<file path="config.mk">
export PLATFORM = sky130hd
export DESIGN_NAME = arp_responder_with_cache
export DESIGN_NICKNAME = d
export VERILOG_FILES = /design/src/design/arpc_pkg.sv /design/src/design/arp_responder_with_cache.sv /design/src/design/arpc_ram.sv /design/src/design/arpc_cache.sv
export SDC_FILE = /design/constraint.sdc
export NUM_CORES = 2
export LEC_CHECK = 0
export BUFFER_PORTS_ARGS = -buffer_cell sky130_fd_sc_hd__buf_2
export CAP_MARGIN = 25
export CORE_ASPECT_RATIO = 0.7
export CORE_MARGIN = 1
export CORE_UTILIZATION = 56
export CTS_BUF_LIST = sky130_fd_sc_hd__clkbuf_8
export DETAILED_ROUTE_END_ITERATION = 8
export PLACE_DENSITY = 0.86
export SLEW_MARGIN = 15
export SYNTH_ARGS = -nofsm -noshare
export SYNTH_HDL_FRONTEND = slang
export SYNTH_SLANG_ARGS = --single-unit
</file>
<file path="constraint.sdc">
create_clock -name clk_i -period 9.2 [get_ports clk_i]
set_input_delay 1.84 -clock clk_i [delete_from_list [all_inputs] [get_ports clk_i]]
set_output_delay 1.84 -clock clk_i [all_outputs]
set_load 0.01 [all_outputs]
</file>
<file path="src/design/arpc_pkg.sv">
// Shared types, codes and sizes for the ARP responder with address cache.
package arpc_pkg;

  // Number of entries in the learned-address cache.
  localparam int unsigned CACHE_DEPTH = 16;
  localparam int unsigned SLOT_W = (CACHE_DEPTH > 1) ? $clog2(CACHE_DEPTH) : 1;
  localparam int unsigned CNT_W = $clog2(CACHE_DEPTH + 1);

  localparam int unsigned MAC_W = 48;
  localparam int unsigned IP_W = 32;
  localparam int unsigned ENTRY_W = MAC_W + IP_W;

  // ARP header values that the responder accepts.
  localparam logic [15:0] HW_TYPE_ETH = 16'h0001;
  localparam logic [15:0] PROTO_TYPE_IPV4 = 16'h0800;
  localparam logic [7:0] HW_LEN_ETH = 8'd6;
  localparam logic [7:0] PROTO_LEN_IPV4 = 8'd4;
  localparam logic [15:0] OPER_REQUEST = 16'd1;
  localparam logic [15:0] OPER_REPLY = 16'd2;

  // Item kinds.
  localparam logic ACT_PACKET = 1'b0;
  localparam logic ACT_LOOKUP = 1'b1;

  // Configuration register indexes.
  localparam logic CFG_LOCAL_MAC = 1'b0;
  localparam logic CFG_LOCAL_IP = 1'b1;

  typedef enum logic [3:0] {
    STAT_BAD_PROTO  = 4'd0,
    STAT_BAD_LEN    = 4'd1,
    STAT_OWN_SENDER = 4'd2,
    STAT_REPLIED    = 4'd3,
    STAT_NOT_OURS   = 4'd4,
    STAT_LEARNED    = 4'd5,
    STAT_BAD_OPCODE = 4'd6,
    STAT_HIT        = 4'd7,
    STAT_MISS       = 4'd8
  } status_e;

  typedef enum logic [2:0] {
    ST_IDLE  = 3'b001,
    ST_SCAN  = 3'b010,
    ST_FLUSH = 3'b100
  } state_e;

  // Commands from the control logic to the cache.
  typedef struct packed {
    logic insert;
    logic lookup;
  } cache_req_t;

  // Lookup completion from the cache.
  typedef struct packed {
    logic done;
    logic hit;
  } cache_rsp_t;

endpackage

</file>
<file path="src/design/arp_responder_with_cache.sv">
// ARP responder for IPv4 over Ethernet with a 16-entry FIFO address cache.
// Each accepted item gives exactly one result. A received ARP packet is
// classified in the cycle it is accepted and its result is registered at the
// end of that cycle; a learned reply is written to the cache at that same edge.
// A lookup scans the valid cache entries oldest to newest through the cache
// RAM's single read port, one entry per cycle.
// One item is in flight at a time; the result waits in an output register,
// and the next item is taken in the cycle that result is taken. The address
// registers are written through the configuration port, which is always ready,
// and should be written only while no item is in flight.
module arp_responder_with_cache (
  input  logic                       clk_i,
  input  logic                       rst_ni,
  input  logic                       cfg_valid_i,
  output logic                       cfg_ready_o,
  input  logic                       cfg_index_i,
  input  logic [arpc_pkg::MAC_W-1:0] cfg_data_i,
  input  logic                       in_valid_i,
  output logic                       in_ready_o,
  input  logic                       action_i,
  input  logic [15:0]                hw_type_i,
  input  logic [15:0]                proto_type_i,
  input  logic [7:0]                 hw_len_i,
  input  logic [7:0]                 proto_len_i,
  input  logic [15:0]                opcode_i,
  input  logic [arpc_pkg::MAC_W-1:0] sender_mac_i,
  input  logic [arpc_pkg::IP_W-1:0]  sender_ip_i,
  input  logic [arpc_pkg::IP_W-1:0]  target_ip_i,
  input  logic [arpc_pkg::MAC_W-1:0] frame_source_mac_i,
  input  logic [arpc_pkg::IP_W-1:0]  query_ip_i,
  output logic                       out_valid_o,
  input  logic                       out_ready_i,
  output logic [3:0]                 status_o,
  output logic                       reply_valid_o,
  output logic [arpc_pkg::IP_W-1:0]  reply_target_ip_o,
  output logic [arpc_pkg::MAC_W-1:0] reply_target_mac_o,
  output logic [arpc_pkg::MAC_W-1:0] reply_dst_mac_o,
  output logic [arpc_pkg::MAC_W-1:0] lookup_mac_o
);

  arpc_pkg::state_e             state_q, state_d;
  logic [arpc_pkg::MAC_W-1:0]   local_mac_q;
  logic [arpc_pkg::IP_W-1:0]    local_ip_q;
  logic                         out_valid_q, out_valid_d;
  arpc_pkg::status_e            status_q, status_d, pkt_status;
  logic                         reply_valid_q, reply_valid_d;
  logic [arpc_pkg::IP_W-1:0]    reply_ip_q, reply_ip_d;
  logic [arpc_pkg::MAC_W-1:0]   reply_mac_q, reply_mac_d;
  logic [arpc_pkg::MAC_W-1:0]   dst_mac_q, dst_mac_d;
  logic [arpc_pkg::MAC_W-1:0]   lookup_mac_q, lookup_mac_d;
  logic                         out_free, accept;
  arpc_pkg::cache_req_t         cache_req;
  arpc_pkg::cache_rsp_t         cache_rsp;
  logic [arpc_pkg::MAC_W-1:0]   cache_mac;

  assign cfg_ready_o = 1'b1;
  assign out_free = !out_valid_q || out_ready_i;
  assign in_ready_o = (state_q == arpc_pkg::ST_IDLE) && out_free;
  assign accept = in_valid_i && in_ready_o;

  // Packet checks, in priority order.
  always_comb begin
    if (hw_type_i != arpc_pkg::HW_TYPE_ETH || proto_type_i != arpc_pkg::PROTO_TYPE_IPV4) begin
      pkt_status = arpc_pkg::STAT_BAD_PROTO;
    end else if (hw_len_i != arpc_pkg::HW_LEN_ETH || proto_len_i != arpc_pkg::PROTO_LEN_IPV4) begin
      pkt_status = arpc_pkg::STAT_BAD_LEN;
    end else if (sender_mac_i == local_mac_q) begin
      pkt_status = arpc_pkg::STAT_OWN_SENDER;
    end else if (opcode_i == arpc_pkg::OPER_REQUEST) begin
      pkt_status = (target_ip_i == local_ip_q) ? arpc_pkg::STAT_REPLIED :
                   arpc_pkg::STAT_NOT_OURS;
    end else if (opcode_i == arpc_pkg::OPER_REPLY) begin
      pkt_status = arpc_pkg::STAT_LEARNED;
    end else begin
      pkt_status = arpc_pkg::STAT_BAD_OPCODE;
    end
  end

  assign cache_req.insert = accept && action_i == arpc_pkg::ACT_PACKET &&
                            pkt_status == arpc_pkg::STAT_LEARNED;
  assign cache_req.lookup = accept && action_i == arpc_pkg::ACT_LOOKUP;

  arpc_cache u_cache (
    .clk_i     (clk_i),
    .rst_ni    (rst_ni),
    .req_i     (cache_req),
    .ins_ip_i  (sender_ip_i),
    .ins_mac_i (sender_mac_i),
    .query_ip_i(query_ip_i),
    .rsp_o     (cache_rsp),
    .mac_o     (cache_mac)
  );

  always_comb begin
    state_d = state_q;
    out_valid_d = out_valid_q && !out_ready_i;
    status_d = status_q;
    reply_valid_d = reply_valid_q;
    reply_ip_d = reply_ip_q;
    reply_mac_d = reply_mac_q;
    dst_mac_d = dst_mac_q;
    lookup_mac_d = lookup_mac_q;
    case (state_q)
      arpc_pkg::ST_IDLE: begin
        if (accept) begin
          if (action_i == arpc_pkg::ACT_LOOKUP) begin
            state_d = arpc_pkg::ST_SCAN;
          end else begin
            out_valid_d = 1'b1;
            status_d = pkt_status;
            reply_valid_d = (pkt_status == arpc_pkg::STAT_REPLIED);
            reply_ip_d = reply_valid_d ? sender_ip_i : '0;
            reply_mac_d = reply_valid_d ? sender_mac_i : '0;
            dst_mac_d = reply_valid_d ? frame_source_mac_i : '0;
            lookup_mac_d = '0;
          end
        end
      end
      arpc_pkg::ST_SCAN: begin
        if (cache_rsp.done) begin
          state_d = arpc_pkg::ST_FLUSH;
        end
      end
      arpc_pkg::ST_FLUSH: begin
        // The cache holds its answer until the next lookup starts.
        if (out_free) begin
          state_d = arpc_pkg::ST_IDLE;
          out_valid_d = 1'b1;
          status_d = cache_rsp.hit ? arpc_pkg::STAT_HIT : arpc_pkg::STAT_MISS;
          reply_valid_d = 1'b0;
          reply_ip_d = '0;
          reply_mac_d = '0;
          dst_mac_d = '0;
          lookup_mac_d = cache_rsp.hit ? cache_mac : '0;
        end
      end
      default: begin
        state_d = arpc_pkg::ST_IDLE;
      end
    endcase
  end

  always_ff @(posedge clk_i or negedge rst_ni) begin
    if (!rst_ni) begin
      state_q <= arpc_pkg::ST_IDLE;
      out_valid_q <= 1'b0;
      local_mac_q <= '0;
      local_ip_q <= '0;
    end else begin
      state_q <= state_d;
      out_valid_q <= out_valid_d;
      if (cfg_valid_i && cfg_ready_o) begin
        if (cfg_index_i == arpc_pkg::CFG_LOCAL_MAC) begin
          local_mac_q <= cfg_data_i;
        end else begin
          local_ip_q <= cfg_data_i[arpc_pkg::IP_W-1:0];
        end
      end
    end
  end

  always_ff @(posedge clk_i) begin
    status_q <= status_d;
    reply_valid_q <= reply_valid_d;
    reply_ip_q <= reply_ip_d;
    reply_mac_q <= reply_mac_d;
    dst_mac_q <= dst_mac_d;
    lookup_mac_q <= lookup_mac_d;
  end

  assign out_valid_o = out_valid_q;
  assign status_o = status_q;
  assign reply_valid_o = reply_valid_q;
  assign reply_target_ip_o = reply_ip_q;
  assign reply_target_mac_o = reply_mac_q;
  assign reply_dst_mac_o = dst_mac_q;
  assign lookup_mac_o = lookup_mac_q;

  a_state_onehot: assert property (@(posedge clk_i) disable iff (!rst_ni)
    $onehot(state_q))
    else $error("controller state is not one-hot");

  a_done_in_scan: assert property (@(posedge clk_i) disable iff (!rst_ni)
    cache_rsp.done |-> state_q == arpc_pkg::ST_SCAN)
    else $error("cache finished a lookup outside of a scan");

  a_reply_status: assert property (@(posedge clk_i) disable iff (!rst_ni)
    out_valid_o && reply_valid_o |-> status_o == arpc_pkg::STAT_REPLIED)
    else $error("reply flagged without replied status");

  a_mac_on_hit: assert property (@(posedge clk_i) disable iff (!rst_ni)
    out_valid_o && status_o != arpc_pkg::STAT_HIT |-> lookup_mac_o == '0)
    else $error("lookup MAC nonzero without a hit");

endmodule

</file>
<file path="src/design/arpc_ram.sv">
// Generic single-write, single-read RAM with registered read data.
module arpc_ram #(
  parameter int unsigned WIDTH = 8,
  parameter int unsigned DEPTH = 16,
  localparam int unsigned AW = (DEPTH > 1) ? $clog2(DEPTH) : 1
) (
  input  logic             clk_i,
  input  logic             we_i,
  input  logic [AW-1:0]    waddr_i,
  input  logic [WIDTH-1:0] wdata_i,
  input  logic [AW-1:0]    raddr_i,
  output logic [WIDTH-1:0] rdata_o
);

  logic [WIDTH-1:0] mem_q [DEPTH];
  logic [WIDTH-1:0] rdata_q;

  always_ff @(posedge clk_i) begin
    if (we_i) begin
      mem_q[waddr_i] <= wdata_i;
    end
    rdata_q <= mem_q[raddr_i];
  end

  assign rdata_o = rdata_q;

endmodule

</file>
<file path="src/design/arpc_cache.sv">
// FIFO address cache: ring-buffer insert and an oldest-to-newest lookup scan.
module arpc_cache (
  input  logic                          clk_i,
  input  logic                          rst_ni,
  input  arpc_pkg::cache_req_t          req_i,
  input  logic [arpc_pkg::IP_W-1:0]     ins_ip_i,
  input  logic [arpc_pkg::MAC_W-1:0]    ins_mac_i,
  input  logic [arpc_pkg::IP_W-1:0]     query_ip_i,
  output arpc_pkg::cache_rsp_t          rsp_o,
  output logic [arpc_pkg::MAC_W-1:0]    mac_o
);

  localparam int unsigned SUM_W = arpc_pkg::CNT_W + 1;

  logic [arpc_pkg::SLOT_W-1:0]  slot_q, slot_d;
  logic [arpc_pkg::CNT_W-1:0]   count_q, count_d;
  logic [arpc_pkg::SLOT_W-1:0]  addr_q, addr_d;
  logic [arpc_pkg::CNT_W-1:0]   remain_q, remain_d;
  logic                         cmp_valid_q, cmp_last_q, done_q;
  logic                         hit_q, hit_d;
  logic [arpc_pkg::MAC_W-1:0]   mac_q, mac_d;
  logic [arpc_pkg::IP_W-1:0]    query_q;
  logic [SUM_W-1:0]             oldest_sum;
  logic [arpc_pkg::SLOT_W-1:0]  oldest;
  logic [arpc_pkg::SLOT_W-1:0]  raddr, raddr_inc;
  logic                         issue, last_issue, match;
  logic [arpc_pkg::ENTRY_W-1:0] rdata;

  // Oldest valid slot: write slot minus fill count, modulo the depth.
  always_comb begin
    oldest_sum = SUM_W'(slot_q) + SUM_W'(arpc_pkg::CACHE_DEPTH) - SUM_W'(count_q);
    if (oldest_sum >= SUM_W'(arpc_pkg::CACHE_DEPTH)) begin
      oldest_sum = oldest_sum - SUM_W'(arpc_pkg::CACHE_DEPTH);
    end
    oldest = oldest_sum[arpc_pkg::SLOT_W-1:0];
  end

  assign issue = req_i.lookup ? (count_q != '0) : (remain_q != '0);
  assign raddr = req_i.lookup ? oldest : addr_q;
  assign raddr_inc = (raddr == arpc_pkg::SLOT_W'(arpc_pkg::CACHE_DEPTH - 1)) ?
                     '0 : raddr + 1'b1;
  assign last_issue = req_i.lookup ? (count_q == arpc_pkg::CNT_W'(1)) :
                      (remain_q == arpc_pkg::CNT_W'(1));
  assign match = cmp_valid_q && (rdata[arpc_pkg::ENTRY_W-1 -: arpc_pkg::IP_W] == query_q);

  arpc_ram #(
    .WIDTH(arpc_pkg::ENTRY_W),
    .DEPTH(arpc_pkg::CACHE_DEPTH)
  ) u_store (
    .clk_i  (clk_i),
    .we_i   (req_i.insert),
    .waddr_i(slot_q),
    .wdata_i({ins_ip_i, ins_mac_i}),
    .raddr_i(raddr),
    .rdata_o(rdata)
  );

  always_comb begin
    slot_d = slot_q;
    count_d = count_q;
    if (req_i.insert) begin
      slot_d = (slot_q == arpc_pkg::SLOT_W'(arpc_pkg::CACHE_DEPTH - 1)) ? '0 : slot_q + 1'b1;
      if (count_q != arpc_pkg::CNT_W'(arpc_pkg::CACHE_DEPTH)) begin
        count_d = count_q + 1'b1;
      end
    end

    addr_d = addr_q;
    remain_d = remain_q;
    if (req_i.lookup) begin
      addr_d = raddr_inc;
      remain_d = (count_q != '0) ? count_q - 1'b1 : '0;
    end else if (issue) begin
      addr_d = raddr_inc;
      remain_d = remain_q - 1'b1;
    end

    // Later entries are newer, so a later match overrides an earlier one.
    hit_d = hit_q;
    mac_d = mac_q;
    if (req_i.lookup) begin
      hit_d = 1'b0;
      mac_d = '0;
    end else if (match) begin
      hit_d = 1'b1;
      mac_d = rdata[arpc_pkg::MAC_W-1:0];
    end
  end

  always_ff @(posedge clk_i or negedge rst_ni) begin
    if (!rst_ni) begin
      slot_q <= '0;
      count_q <= '0;
      addr_q <= '0;
      remain_q <= '0;
      cmp_valid_q <= 1'b0;
      cmp_last_q <= 1'b0;
      done_q <= 1'b0;
      hit_q <= 1'b0;
    end else begin
      slot_q <= slot_d;
      count_q <= count_d;
      addr_q <= addr_d;
      remain_q <= remain_d;
      cmp_valid_q <= issue;
      cmp_last_q <= issue && last_issue;
      done_q <= (cmp_valid_q && cmp_last_q) || (req_i.lookup && count_q == '0);
      hit_q <= hit_d;
    end
  end

  always_ff @(posedge clk_i) begin
    mac_q <= mac_d;
    if (req_i.lookup) begin
      query_q <= query_ip_i;
    end
  end

  assign rsp_o.done = done_q;
  assign rsp_o.hit = hit_q;
  assign mac_o = mac_q;

endmodule
</file>
==> results by group <==
Clocking
  – Htree depth: 4
  – CTS tree: built
  – # clock sinks: 1727
  – Post-CTS Hold Buffers: 0
  – Max Root-Sink Buffers: 3
  – Setup repair bufs after CTS: 0
  – Post-CTS sizing: 0
  – Root buf cell: clkbuf_8
  – Clock transition at the registers of the reported paths: 0.07 ns
  – Clk_lat worst skew: 0.97 ns
  – Num CTS Buffers: 239

Global routing
  – First-pass GRT wire length: 297000 um
  – Global route overflow: 0
  – Vias in the first global route: 47200
  – Pin count of the biggest net entering global routing: 206
  – Initial antenna violation count: 10
  – Total track usage: 0.319

Timing
  – Post-layout min period: 5.95 ns
  – Slew margin rel.: 0.201
  – Worst hold slack: 0.470 ns
  – Worst-margin pin slew: 1.20 ns
  – RSZ-0062 raised after global routing: false
  – Worst Skew: 0.0509 ns
  – Setup TNS: 0 ns
  – Max-slew violations: 0
  – Post-route setup slack: 3.25 ns
  – Final Hold Fails: 0
  – Tcrit/Tclk final: 0.647
  – Fmax: 168 MHz
  – # setup viols final: 0

Finish
  – FILL cells: 8259
  – Layout Nets: 5456
  – Synth-to-Final Area Change: 12.7%
  – Reg area: 50100 um2
  – Non-filler cells, final: 7005
  – Layout cell share with drive strength beyond 1: 0.241
  – Final core occ: 0.638
  – Design Area, Final: 79300 um2
  – Multi-input gate area: 18900 um2

Logic synthesis
  – Mapped cell area: 70300 um2
  – Top cell type's share of synthesized area: 0.638
  – Most frequent cell after synthesis: edfxtp_1
  – Post-synth top flop: edfxtp_1
  – Synth Warn #: 0
  – Synth area leaders: edfxtp_1 64%, mux4_2 5.1%, dfrtp_1 3.7%, dfxtp_1 3.6%, nand3_1 3.5%
  – Mapped Cells: 4661
  – Syn Nets: 4987
  – Sequential cell area fraction in the yosys report: 0.712
  – Leading area contributor after synthesis: edfxtp_1
  – Syn avg cell area: 15.1 um2
  – Post-synth EDFFs: 1493
  – Synth unique cells: 64
  – Seq cells post-synth: 1727
  – Commonest cells post-synth: 1493 x edfxtp_1, 489 x nand3_1, 381 x o21ai_0
  – Post-synthesis async set-or-reset flop share: 0.0614

Run status
  – Status: finished clean

Placed design
  – IO Port Bufs: 493
  – RePlAce Congestion: 0.931
  – Post-Place Setup Slack: 3.01 ns
  – Area of placed instances: 74100 um2
  – Post-DP HPWL: 113000 um
  – Post-Place Cells: 6535

Detailed routing
  – Post-route DRC: 0
  – Vias/cell: 6.76
  – 1st-iter DRT viols: 8678
  – Vias: 47300
  – Final ANT Viol Nets: 0
  – WL/cell: 29.4 um
  – Drt pass-1 iters: 7
  – Final WL: 206000 um

Worst setup path
  – Worst-path fanout max: 64
  – Crit start category: flop
  – Crit Path Class: flop to flop
  – WP data required: 10.00 ns
  – Worst EP arrival: 6.75 ns
  – Crit end category: flop

Die
  – Total die area: 127000 um2
  – Std-Cell Core Area: 124000 um2
  – Initial cell density of the core: 0.566
  – Die Span Y: 298 um
  – Die Width: 425 um
  – Io pins: 495
  – Row count: 108

Pwr
  – P_leak: 27.9 nW
  – Worst IR drop on VDD: 0.000244 V
  – PnR Total Power: 20.4 mW
  – Pwr dens: 257 nW/um2

Worst hold path
  – HP Class: flop to flop

Flow run
  – MaxCap Viol Count: 0
[worst paths after layout]
check | from | endpoint | slack (ns) | depth (start not counted)
setup / recovery | u_cache.slot_q[0]$_DFFE_PN0P_ | u_cache.u_store.rdata_o[44]$_DFF_P_ | 3.25 | 10
hold / removal | u_cache.u_store.rdata_o[5]$_DFF_P_ | u_cache.mac_o[5]$_SDFFE_PN0P_ | 0.47 | 2
setup reg to reg | u_cache.slot_q[0]$_DFFE_PN0P_ | u_cache.u_store.rdata_o[44]$_DFF_P_ | 3.25 | 10
hold reg to reg | u_cache.u_store.rdata_o[5]$_DFF_P_ | u_cache.mac_o[5]$_SDFFE_PN0P_ | 0.47 | 2
max in group asynchronous | rst_ni | local_ip_q[10]$_DFFE_PN0P_ | 6.96 | 2
min in group asynchronous | rst_ni | local_ip_q[14]$_DFFE_PN0P_ | 0.89 | 1
[placed cells by master, fill, tap and decap left out, types with 30 or more instances in the layout]
cell / n
inv_1: 105
buf_4: 65
nand2_1: 201
buf_2: 492
clkbuf_8: 274
mux2_2: 181
clkinv_2: 34
nor4_1: 30
a21oi_1: 214
and2_1: 129
a22oi_1: 79
dfxtp_1: 128
nor2_1: 69
a211oi_1: 101
xor2_1: 65
dfrtp_1: 104
nand3_1: 489
xnor2_1: 59
and3_1: 52
edfxtp_1: 1493
a31oi_1: 62
o211ai_1: 80
o21ai_0: 381
nor2b_1: 63
mux4_2: 160
mux2i_1: 49
[power breakdown]
group / internal (mW) / total, mW / switching, mW
logic: 1.83 / 5.03 / 3.21
registers: 8.85 / 9.19 / 0.339
clock network: 3.16 / 6.16 / 3.00
total: 13.8 / 20.4 / 6.55
[flip-flops by register name (all words and copies together) (netlist names), 3 cells and up]
signal	count
local_ip_q	32
local_mac_q	48
lookup_mac_o	48
reply_dst_mac_o	48
reply_target_ip_o	32
reply_target_mac_o	48
state_q	3
status_o	4
u_cache.addr_q	4
u_cache.count_q	5
u_cache.mac_o	48
u_cache.query_q	32
u_cache.remain_q	5
u_cache.slot_q	4
u_cache.u_store.mem_q	1280
u_cache.u_store.rdata_o	80
[routing by layer]
metal,track usage,part of all wire,vias up
met5,0,0.00025,-
met3,0.0922,0.15,932
met1,0.422,0.35,22800
met4,0.195,0.064,6
met2,0.468,0.44,4542
li1,-,-,19100
[worst max-delay path, cell delays in order, from the launching register on]
cell	delay (ns)
dfrtp_1	0.46
inv_1	0.13
ha_2	0.21
fa_4	1.33
nand2_4	0.86
o21ai_4	0.37
buf_4	0.53
buf_4	1.01
nand3_1	0.34
a22oi_1	0.35
o211ai_1	0.14
[cells by family (layout without fill, tap and decap cells)]
logic type,Yosys count,after routing,share of synthesized area
flops,1727,1727,0.712
other cells,1,9,0.0000533
compound gates,942,942,0.0787
xor+xnor,125,125,0.0156
simple gates,1106,1106,0.0808
buf+inv,354,1040,0.0226
mux,391,391,0.0875
fa+ha+maj,15,15,0.00278
[layout make-up]
type	count	area share
antenna	8	0.000253
inverter	15	0.000789
tap	1650	0.0260
clock inverter	184	0.0155
timing repair buffer	567	0.0401
multi-input combinational	2580	0.238
clock buffer	274	0.0476
sequential	1727	0.632
Power figures use the tool's default switching activity.
